<file path="src/design/lfd_pkg.sv">
package lfd_pkg;

    // Frame parser phases; unused codes fall back to header hunt
    typedef enum logic [2:0] {
        PH_HUNT  = 3'd0,
        PH_CMD   = 3'd1,
        PH_LEN   = 3'd2,
        PH_DATA  = 3'd3,
        PH_CHECK = 3'd4,
        PH_TAIL  = 3'd5
    } phase_t;

    // Result kinds
    localparam logic [1:0] KIND_PAYLOAD   = 2'd0;
    localparam logic [1:0] KIND_GOOD      = 2'd1;
    localparam logic [1:0] KIND_CHECK_ERR = 2'd2;
    localparam logic [1:0] KIND_TAIL_ERR  = 2'd3;

    // Configuration register indexes
    localparam int unsigned CFG_INDEX_W = 2;
    localparam int unsigned CFG_DATA_W  = 16;
    localparam logic [CFG_INDEX_W-1:0] CFG_HEADER_WORD = 2'd0;
    localparam logic [CFG_INDEX_W-1:0] CFG_TAIL_VALUE  = 2'd1;

    // Register reset values
    localparam logic [15:0] HEADER_WORD_RST = 16'hAA55;
    localparam logic [7:0]  TAIL_VALUE_RST  = 8'h0D;

    // Parser state carried from byte to byte
    typedef struct packed {
        phase_t      phase;
        logic [7:0]  previous_byte;
        logic        have_previous;
        logic [7:0]  frame_command;
        logic [7:0]  frame_length;
        logic [7:0]  byte_count;
        logic [7:0]  running_sum;
        logic [7:0]  received_check;
    } parse_state_t;

    // One result transaction
    typedef struct packed {
        logic [1:0]  kind;
        logic [7:0]  command;
        logic [7:0]  payload_length;
        logic [7:0]  payload_byte;
        logic [7:0]  payload_index;
        logic        frame_end;
    } result_t;

endpackage

</file>
<file path="src/design/lfd_step.sv">
module lfd_step
    import lfd_pkg::*;
(
    input  parse_state_t cur_state,
    input  logic [7:0]   rx_byte,
    input  logic [15:0]  header_word,
    input  logic [7:0]   tail_value,
    output parse_state_t next_state,
    output logic         emit,
    output result_t      result
);

    logic [7:0] sum_plus;
    logic [7:0] count_plus;

    assign sum_plus   = cur_state.running_sum + rx_byte;
    assign count_plus = cur_state.byte_count + 8'd1;

    // Per-byte phase update and result selection
    always_comb begin
        next_state             = cur_state;
        emit                   = 1'b0;
        result.kind            = KIND_PAYLOAD;
        result.command         = cur_state.frame_command;
        result.payload_length  = cur_state.frame_length;
        result.payload_byte    = 8'd0;
        result.payload_index   = 8'd0;
        result.frame_end       = 1'b0;

        case (cur_state.phase)
            PH_CMD: begin
                next_state.frame_command = rx_byte;
                next_state.running_sum   = rx_byte;
                next_state.phase         = PH_LEN;
            end
            PH_LEN: begin
                next_state.frame_length = rx_byte;
                next_state.running_sum  = sum_plus;
                next_state.byte_count   = 8'd0;
                next_state.phase        = (rx_byte == 8'd0) ? PH_CHECK : PH_DATA;
            end
            PH_DATA: begin
                emit                   = 1'b1;
                result.payload_byte    = rx_byte;
                result.payload_index   = cur_state.byte_count;
                next_state.running_sum = sum_plus;
                next_state.byte_count  = count_plus;
                if (count_plus == cur_state.frame_length) begin
                    next_state.phase = PH_CHECK;
                end
            end
            PH_CHECK: begin
                next_state.received_check = rx_byte;
                next_state.phase          = PH_TAIL;
            end
            PH_TAIL: begin
                emit             = 1'b1;
                result.frame_end = 1'b1;
                // tail mismatch takes precedence over checksum mismatch
                if (rx_byte != tail_value) begin
                    result.kind = KIND_TAIL_ERR;
                end else if (cur_state.received_check != cur_state.running_sum) begin
                    result.kind = KIND_CHECK_ERR;
                end else begin
                    result.kind = KIND_GOOD;
                end
                next_state.phase         = PH_HUNT;
                next_state.have_previous = 1'b0;
                next_state.previous_byte = 8'd0;
            end
            default: begin
                // header hunt: held byte against high byte, this byte against low
                if (cur_state.have_previous &&
                    cur_state.previous_byte == header_word[15:8] &&
                    rx_byte == header_word[7:0]) begin
                    next_state.phase         = PH_CMD;
                    next_state.have_previous = 1'b0;
                    next_state.previous_byte = 8'd0;
                end else begin
                    next_state.phase         = PH_HUNT;
                    next_state.previous_byte = rx_byte;
                    next_state.have_previous = 1'b1;
                end
            end
        endcase
    end

endmodule

</file>
<file path="src/design/length_framed_deframer.sv">
// Deframer for a header/command/length/payload/checksum/tail byte stream. One byte
// is taken per cycle while s_ready is high; the phase logic and 8-bit checksum add
// update the parser state, and results go to a single output register, so the block
// sustains one transaction per cycle. The input stalls only while that output
// register holds a result that m_ready has not taken. Payload bytes come out as
// kind 0; the tail byte yields one verdict transaction (good, checksum error, tail
// error) with m_frame_end set. Header and tail values are written through the cfg
// port and should only change while the block is idle.
module length_framed_deframer
    import lfd_pkg::*;
(
    input  logic                   aclk,
    input  logic                   aresetn,
    // configuration
    input  logic                   cfg_wr_en,
    input  logic [CFG_INDEX_W-1:0] cfg_index,
    input  logic [CFG_DATA_W-1:0]  cfg_data,
    // byte stream in
    input  logic                   s_valid,
    output logic                   s_ready,
    input  logic [7:0]             s_rx_byte,
    // results out
    output logic                   m_valid,
    input  logic                   m_ready,
    output logic [1:0]             m_kind,
    output logic [7:0]             m_command,
    output logic [7:0]             m_payload_length,
    output logic [7:0]             m_payload_byte,
    output logic [7:0]             m_payload_index,
    output logic                   m_frame_end
);

    logic [15:0]  header_word_reg;
    logic [7:0]   tail_value_reg;
    parse_state_t state_reg;
    parse_state_t state_next;
    logic         step_emit;
    result_t      step_result;
    result_t      result_reg;
    logic         m_valid_reg;
    logic         s_accept;

    // Configuration registers
    always_ff @(posedge aclk) begin
        if (!aresetn) begin
            header_word_reg <= HEADER_WORD_RST;
            tail_value_reg  <= TAIL_VALUE_RST;
        end else if (cfg_wr_en) begin
            case (cfg_index)
                CFG_HEADER_WORD: header_word_reg <= cfg_data;
                CFG_TAIL_VALUE:  tail_value_reg  <= cfg_data[7:0];
                default: ;
            endcase
        end
    end

    assign s_ready  = !m_valid_reg || m_ready;
    assign s_accept = s_valid && s_ready;

    lfd_step u_step (
        .cur_state   (state_reg),
        .rx_byte     (s_rx_byte),
        .header_word (header_word_reg),
        .tail_value  (tail_value_reg),
        .next_state  (state_next),
        .emit        (step_emit),
        .result      (step_result)
    );

    // Parser state
    always_ff @(posedge aclk) begin
        if (!aresetn) begin
            state_reg <= '{phase: PH_HUNT, default: '0};
        end else if (s_accept) begin
            state_reg <= state_next;
        end
    end

    // Output register
    always_ff @(posedge aclk) begin
        if (!aresetn) begin
            m_valid_reg <= 1'b0;
        end else if (s_ready) begin
            m_valid_reg <= s_accept && step_emit;
        end
    end

    always_ff @(posedge aclk) begin
        if (s_accept && step_emit) begin
            result_reg <= step_result;
        end
    end

    assign m_valid          = m_valid_reg;
    assign m_kind           = result_reg.kind;
    assign m_command        = result_reg.command;
    assign m_payload_length = result_reg.payload_length;
    assign m_payload_byte   = result_reg.payload_byte;
    assign m_payload_index  = result_reg.payload_index;
    assign m_frame_end      = result_reg.frame_end;

endmodule

</file>
<file path="config.mk">
export PLATFORM = sky130hd
export DESIGN_NAME = length_framed_deframer
export DESIGN_NICKNAME = d
export VERILOG_FILES = /design/src/design/lfd_pkg.sv /design/src/design/lfd_step.sv /design/src/design/length_framed_deframer.sv
export SDC_FILE = /design/constraint.sdc
export NUM_CORES = 1
export LEC_CHECK = 0
export ABC_CLOCK_PERIOD_IN_PS = 3100
export BUFFER_PORTS_ARGS = -buffer_cell sky130_fd_sc_hd__clkbuf_2
export CORE_ASPECT_RATIO = 0.5
export CORE_MARGIN = 8
export CORE_UTILIZATION = 45
export CTS_CLUSTER_SIZE = 40
export DETAILED_ROUTE_END_ITERATION = 8
export GPL_TIMING_DRIVEN = 0
export PLACE_DENSITY = 0.66
export SETUP_SLACK_MARGIN = 0.15
export SLEW_MARGIN = 20
export SYNTH_ARGS = -nofsm -noshare
export SYNTH_HDL_FRONTEND = slang
export SYNTH_HIERARCHICAL = 1
export SYNTH_SLANG_ARGS = --single-unit
export TNS_END_PERCENT = 100
</file>
<file path="constraint.sdc">
create_clock -name aclk -period 3.1 [get_ports aclk]
set_clock_uncertainty 0.05 [all_clocks]
set_input_delay 0.31 -clock aclk [delete_from_list [all_inputs] [get_ports aclk]]
set_output_delay 0.31 -clock aclk [all_outputs]
set_load 0.005 [all_outputs]
</file>
* Yosys cells after proc, flatten, opt, wreduce, memory -nomap -nowiden
Index checks and enable logic that the tools add are counted.
Word-level totals: register bits 112, latch bits 0, memory bits (writable) 0, memory bits (read-only) 0, input port bits 31, word-level logic and storage cells 65, memories kept 0
Operators by class: add/sub/neg operators 2, $mul 0, divide/modulo/power cells 0, $lt $le $gt $ge 0, equal/unequal tests 12, shift operators 0, muxes and demuxes 11, bitwise logic cells 1, reduce and logical (&&, ||, !) cells 22
Operator list (number):
- 8-bit case mux with 2 select lines | 2
- 8-bit == test | 3
- 9-bit case mux with 2 select lines | 1
- 2-bit AND reduction | 9
- 8-bit != test | 2
- 3-bit case mux with 5 select lines | 1
- 10-bit 2-to-1 mux | 1
- 8-bit by 1-bit adder with 8-bit output, second input constant | 1
- 8-bit adder | 1
- 8-bit logical NOT | 1
- 3-bit by 2-bit == test with 1-bit output, second input constant | 2
- 3-bit == test, second input constant | 2
- 3-bit 2-to-1 mux | 2
- 1-bit logical AND | 4
- 2-bit 2-to-1 mux | 2
- 2-bit nonzero test | 2
- 2-bit OR reduction | 2
- 4-bit OR reduction | 1
- 3-bit by 1-bit == test with 1-bit output, second input constant | 1
- 2-bit by 1-bit == test with 1-bit output, second input constant | 1
- 2-bit logical NOT | 1
- 1-bit 2-to-1 mux | 2
- 2-bit by 1-bit != test with 1-bit output, second input constant | 1
- 1-bit logical NOT | 1
- 2 further kinds | 2

* Longest topological paths before layout
Gate-level depths: netlist of run 1.
depth in word-level cells 5, mapped depth 10

* Hierarchy
Netlist of run 1, hierarchy kept.
Modules (own cells, without submodules):
- length_framed_deframer | times used 1, cells each 367, area an instance 4021.4 µm², sequential area each 2592.5 µm²
- lfd_step | times used 1, cells each 281, area an instance 2063.2 µm², sequential area each 0.0 µm²

* Worst setup path before layout of run 1
Ideal clock, no wire load.
path kind register to register, from register state_reg[50] (netlist name), to register result_reg (netlist bit m_command[0]) (enable), arrival time 2573 ps, data required time 2619 ps, path slack 45 ps, stages on the path, launching flop included 7, period minus slack after synthesis 3055 ps, cell sequence dfxtp_1 -> nor2b_1 -> clkbuf_1 -> nand2_1 -> nand2_1 -> nand2_1 -> nor2b_1
Between the ends: word-level cells in the longest chain between the ends 4, elaborated cells on any way between the ends 5, classes of those cells 2 x eq/ne; 1 x mux; 2 x reduce/logical
RTL lines:
- start: declaration | RTL line length_framed_deframer.sv:35 | parse_state_t state_reg;
- start signal: assignment | RTL line length_framed_deframer.sv:75 | state_reg <= state_next;
- 3-bit by 2-bit == test with 1-bit output or 3-bit == test (tied branches) | RTL line lfd_step.sv:30 | case (cur_state.phase)
- 2-bit OR reduction (no line) *
- 1-bit 2-to-1 mux * | RTL line lfd_step.sv:30
- net step_emit | RTL line length_framed_deframer.sv:37 | logic step_emit;
- 1-bit logical AND * | RTL line length_framed_deframer.sv:89 | if (s_accept && step_emit) begin
- end signal: assignment | RTL line length_framed_deframer.sv:90 | result_reg <= step_result;
- end: declaration | RTL line length_framed_deframer.sv:39 | result_t result_reg;
The timed path passes the listed nets; every way through them passes the cells marked *. A chain may end at the register's enable or synchronous reset.

* Worst setup path in the final report of run 1
from register state_reg[50] (netlist name), to register result_reg (netlist bit m_payload_byte[6]) (enable)
Same word-level chain as after synthesis.

==> impl_metrics.json, run 1 <==
{
  "routed_wl_um": 15100,
  "cts_sinks": 112,
  "grt_max_degree": 29,
  "drv_slew": 0,
  "ant_nets": 0,
  "ff2ff_setup_slack_ns": 0.62,
  "via_count": 4782,
  "crit_path_top_delay_cell": "clkbuf_1",
  "status": "finished, final reports clean",
  "place_congestion": 0.846,
  "worstMarginPinSlew_ns": 0.766,
  "cts_hold_buffers": 0,
  "internal-power_mw": 2.25,
  "yosys.cell_types.count": 57,
  "numPortBuffers": 66,
  "numCtsBuffers": 9,
  "worstPathArrival_ns": 2.48,
  "syn_inst": 648,
  "r2r-end": "m_payload_byte[6]$_DFFE_PP_",
  "maxCapViolCount": 0,
  "core_um2": 13400,
  "fin_ws_ns": 0.616,
  "setup_viol": 0,
  "synth_edf_count": 35,
  "critPathRequiredTime_ns": 3.09,
  "drive_above_1_share_pct": 22.4,
  "clock_power_share_pct": 40.3,
  "fmax_mhz": 403,
  "n_antenna_cell": 0,
  "hpwl_um": 10700,
  "root_buffer": "clkbuf_16",
  "die_y_um": 98.2,
  "synth-main-ff-cell": "dfxtp_1",
  "fin_nets": 766,
  "largest_register_ffs": 52,
  "die-area_um2": 17700,
  "power_density_nw_per_um2": 419,
  "grt_pass1_vias": 4522,
  "syn_nets": 688,
  "rr_startpoint": "state_reg[50]$_SDFFE_PN0P_",
  "cts_tree": "yes",
  "pwr-share-comb_pct": 7.0,
  "syn2layout_area_growth_pct": 14.4,
  "overflow": 0,
  "worst-path-max-fanout": 28,
  "drc_errors": 0,
  "yosysSeqAreaShare_pct": 42.6,
  "place_ws_ns": 0.644,
  "die_w_um": 180,
  "track_usage_pct": 16.7,
  "ys_async_sr_fraction_pct": 0,
  "finalCritPeriodShare_pct": 80.1,
  "path_clk_slew_ns": 0.08,
  "ff2ff_path_depth": 7,
  "crit_top_cell": "nand2_1",
  "crit_chain": "nor2b_1, clkbuf_1, nand2_1, nand2_1, nand2_1, nor2b_4, buf_12",
  "max_slew_margin_pct": 48.6,
  "endpoint": "m_payload_byte[6]$_DFFE_PP_",
  "ctsResizeCount": 0,
  "netlist_area_um2": 6080,
  "drt-wirelength-per-cell_um": 16.6,
  "critPathMaxStageDelay_ns": 0.39,
  "rows": 30,
  "leakage_nw": 3.11,
  "synth_area_per_cell_um2": 9.39,
  "post-route-min-period_ns": 2.48,
  "clk_path_buf_depth": 2,
  "htree_levels": 3,
  "path_class": "reg2reg",
  "p_switching_uw": 668,
  "ir_worst_vdd_mv": 0.226,
  "end_kind": "register",
  "critPathLaunchType": "register",
  "yosys_warnings": 6,
  "finalHoldViolations": 0,
  "ios": 68,
  "grt_pass1_wl_um": 24200,
  "holdCritPathClass": "in2reg",
  "crit_path_start": "state_reg[50]$_SDFFE_PN0P_",
  "timing.hold.ws_ns": 0.118,
  "initialDrtViolationCount": 317,
  "seqPwrFrac_pct": 52.7,
  "rsz0062_at_grt": "false",
  "switching_share_pct": 22.9,
  "start_util_pct": 45.5,
  "antenna_found_initial": 0,
  "cts_setup_buffers": 0,
  "clock_latency_ns": 0.35,
  "yosys_register_bits": 112,
  "drt-pass1-iter-count": 5,
  "drt-vias-per-instance": 5.27
}
per-stage QoR:
stage	std cells	cell area, um^2	power [mW]	utilization [%]	setup TNS [ns]
after detailed placement	891	6660	1.77	49.9	0
after global placement	890	6640	1.77	49.7	-7.37
after CTS	907	6960	2.93	52.1	0
after floorplan	648	6090	1.70	-	0
final	907	6960	2.92	52.1	0
after global routing	907	6960	3.01	52.1	0
metal layers:
layer	share of wire (%)	up-vias	GRT usage, %	routed length (um)
li1	-	2387	-	-
met1	49	2254	23.0	7410
met2	44	120	25.8	6660
met3	4.7	21	3.37	708
met4	1.9	0	5.74	286
met5	0	-	0	0
synth_stat cells, types with 2 or more instances:
cell type | count | area share [%]
nand2_1 | 154 | 9.5
dfxtp_1 | 77 | 25
mux2i_1 | 55 | 9.0
edfxtp_1 | 35 | 17
nand3_1 | 32 | 2.6
xor2_1 | 26 | 3.7
mux2_2 | 24 | 4.4
o21ai_0 | 20 | 1.6
buf_2 | 19 | 1.6
buf_4 | 19 | 2.3
xnor2_1 | 19 | 2.7
clkbuf_1 | 16 | 0.99
and3_1 | 15 | 1.5
a22o_1 | 14 | 2.0
a21oi_1 | 13 | 1.1
nor3_1 | 10 | 0.82
ha_1 | 8 | 1.6
a21o_1 | 7 | 0.86
a22oi_1 | 7 | 0.86
buf_6 | 7 | 1.3
nor4_1 | 7 | 0.72
nor2_1 | 6 | 0.37
inv_1 | 5 | 0.31
nor2b_1 | 5 | 0.51
nor2_2 | 4 | 0.41
nand3b_1 | 3 | 0.37
o21bai_1 | 3 | 0.37
or3_1 | 3 | 0.31
a211o_1 | 2 | 0.29
and2_1 | 2 | 0.21
buf_1 | 2 | 0.12
nand4_1 | 2 | 0.21
nor3b_1 | 2 | 0.25
o211ai_1 | 2 | 0.25
cell families after synthesis:
group	after synthesis	share of synthesized area, %
and+or+nand+nor	254	19.5
DFF	112	42.6
AOI/OAI and AO/OA	81	9.34
muxes	79	13.5
buffers and inverters	68	6.62
xor gates and xnor gates	45	6.48
adders and majority gates	9	1.97
layout make-up:
class                      count  area (um^2)
fill                        1261         6400
inverter                       5         18.8
multi-input combinational    468         3100
clock buffer                  15          290
clock inverter                 1         8.76
sequential                   112         2590
timing repair buffer          67          350
buffer                        63          384
tap                          176          220
critical path, delay by kind of cell, from the launching register on:
| family | cells | cell delay, ns |
|---|---|---|
| buffers and inverters | 2 | 0.64 |
| and+or+nand+nor | 5 | 1.12 |
| DFF | 1 | 0.35 |
power groups by stage:
stage          clock [mW]  combinational, mW  sequential, mW
2_1_floorplan           0              0.136            1.57
3_3_place_gp            0              0.200            1.57
3_5_place_dp            0              0.204            1.57
4_1_cts              1.19              0.205            1.54
5_1_grt              1.25              0.223            1.54
6_report             1.18              0.205            1.54
worst min path at each step:
stage	start	end	cells past startpoint
6_report	cfg_data[11]	header_word_reg[11]$_SDFFE_PN1P_	3
4_1_cts	cfg_data[11]	header_word_reg[11]$_SDFFE_PN1P_	3
5_1_grt	cfg_data[12]	header_word_reg[12]$_SDFFE_PN0P_	3
3_3_place_gp	state_reg[20]$_SDFFE_PN0P_	state_reg[20]$_SDFFE_PN0P_	2
2_1_floorplan	cfg_data[0]	header_word_reg[0]$_SDFFE_PN1P_	2
3_5_place_dp	state_reg[20]$_SDFFE_PN0P_	state_reg[20]$_SDFFE_PN0P_	2
placed cells by master, fill, tap and decap left out, types with 20 or more instances in the layout:
master / Yosys / layout
clkbuf_1: 16 / 20
clkbuf_2: 0 / 66
dfxtp_1: 77 / 77
edfxtp_1: 35 / 35
mux2_2: 24 / 24
mux2i_1: 55 / 55
nand2_1: 154 / 154
nand3_1: 32 / 32
o21ai_0: 20 / 20
xor2_1: 26 / 26
Note: power is estimated with default switching activity, not from simulation.
==> run 2: changes to the inputs <==
- ABC_CLOCK_PERIOD_IN_PS: 3100 -> 2200
- clock period: 3.1 -> 2.2 ns (I/O delays scaled with it)
==> run 2 against run 1 <==
Against the previous run: routed wire length up 1.6%; non-clock buffer count up 7; first-iteration DRC count down 10%; critical path depth up 3; clock-buffer cell count down 4; register-to-register slack worse by 0.45 ns; clock power up 28%; sequential cell count unchanged; die area unchanged; final area up 2.0%.
==> impl_metrics.json, run 2 (same netlist as run 1, synthesis figures left out) <==
{
  "fill_cells": 1229,
  "timing.hold.ws_ns": 0.0276,
  "ir_worst_vdd_mv": 0.400,
  "hpwl_um": 10600,
  "drt-wirelength-per-cell_um": 16.7,
  "track_usage_pct": 16.8,
  "hold_start": "cfg_data[13]",
  "finalCritPeriodShare_pct": 92.5,
  "die-area_um2": 17700,
  "layout_common_cells": "nand2_1 (154), dfxtp_1 (73), clkbuf_2 (66)",
  "ant_nets": 0,
  "post-route-min-period_ns": 2.03,
  "grt_pass1_wl_um": 24300,
  "initialDrtViolationCount": 285,
  "numCtsBuffers": 9,
  "drt-pass1-iter-count": 5,
  "postLayoutCoreUtil_pct": 53.1,
  "leakage_nw": 3.15,
  "worst-path-max-fanout": 3,
  "rows": 30,
  "syn2layout_area_growth_pct": 16.7,
  "fin_nets": 774,
  "mostFrequentLayoutCell": "nand2_1",
  "clock_latency_ns": 0.35,
  "start_util_pct": 45.5,
  "crit_path_start": "state_reg[8]$_SDFFE_PN0P_",
  "cts_sinks": 112,
  "path_clk_slew_ns": 0.07,
  "overflow": 0,
  "drv_slew": 0,
  "die_y_um": 98.2,
  "root_buffer": "clkbuf_16",
  "cts_hold_buffers": 0,
  "antenna_found_initial": 0,
  "largest_register_ffs": 52,
  "rsz0062_at_grt": "true",
  "multi_input_area_um2": 3180,
  "finalHoldViolations": 0,
  "drive_above_1_share_pct": 25.8,
  "rr_startpoint": "state_reg[8]$_SDFFE_PN0P_",
  "numPortBuffers": 66,
  "max_slew_margin_pct": 47.5,
  "clk_path_buf_depth": 2,
  "setup_viol": 0,
  "die_w_um": 180,
  "via_count": 4868,
  "critPathRequiredTime_ns": 2.39,
  "end_kind": "register",
  "routed_wl_um": 15300,
  "status": "finished, final reports clean",
  "totalPowerFinal_mw": 3.96,
  "finalSetupTns_ns": 0,
  "maxCapViolCount": 0,
  "holdCritPathClass": "in2reg",
  "seq_area_um2": 2610,
  "n_antenna_cell": 0,
  "drc_errors": 0,
  "worstPathArrival_ns": 2.22,
  "place_congestion": 0.836,
  "htree_levels": 3,
  "drt-vias-per-instance": 5.32,
  "power_density_nw_per_um2": 559,
  "critPathLaunchType": "register",
  "grt_pass1_vias": 4653,
  "fmax_mhz": 492,
  "worstMarginPinSlew_ns": 0.781,
  "path_class": "reg2reg",
  "grt_max_degree": 19,
  "core_um2": 13400,
  "cts_tree": "yes",
  "ios": 68
}
## run 2: area by class of cell
class	count	share of cell area [%]
sequential	112	36.7
buffer	63	5.55
tap	176	3.10
clock buffer	11	3.28
inverter	5	0.264
clock inverter	5	0.476
timing repair buffer	74	5.85
multi-input combinational	469	44.8
## run 2: path summary, 6_finish.rpt
kind                                                    endpoint  slack [ns]  cells past startpoint
worst max-delay path                  state_reg[14]$_SDFFE_PN0P_        0.17                     10
worst max register to register        state_reg[14]$_SDFFE_PN0P_        0.17                     10
worst min-delay path            header_word_reg[13]$_SDFFE_PN1P_        0.03                      3
worst min register to register  header_word_reg[12]$_SDFFE_PN0P_        0.41                      2
## run 2: stage by stage
step                      setup WS [ns]  instances  area (um^2)
after floorplan                   0.164        648         6090
after global placement           -0.537        890         6640
after CTS                         0.152        911         7000
after detailed placement         -0.554        890         6640
after global routing              0.117        915         7100
final                             0.165        915         7100
## run 2: power breakdown
part           leakage (nW)  internal [mW]  switching, mW
logic                  2.04          0.114          0.176
registers             0.984           2.14         0.0242
clock network         0.126          0.768          0.743
## run 2: layer usage
metal	wire length (um)	track usage, %	vias up
li1	-	-	2416
met1	7490	22.9	2307
met2	6810	27.3	129
met3	850	3.00	16
met4	158	3.91	0
met5	0	0	-
## run 2: repair_timing
item,in CTS,in global routing
cloned,1,0
buffers inserted,4,4
endpoints found under the setup margin,40,29
pin swaps,2,7
gates resized for setup,13,17
## run 2: critical path, cell delays in order (launching register included)
cell and delay [ns]:
dfxtp_4 0.36, ha_4 0.17, fa_2 0.37, a21o_1 0.18, a21oi_2 0.17, o21bai_1 0.09, a21oi_1 0.18, xor2_1 0.16
o21ai_1 0.07, nand2_1 0.06, mux2i_1 0.07
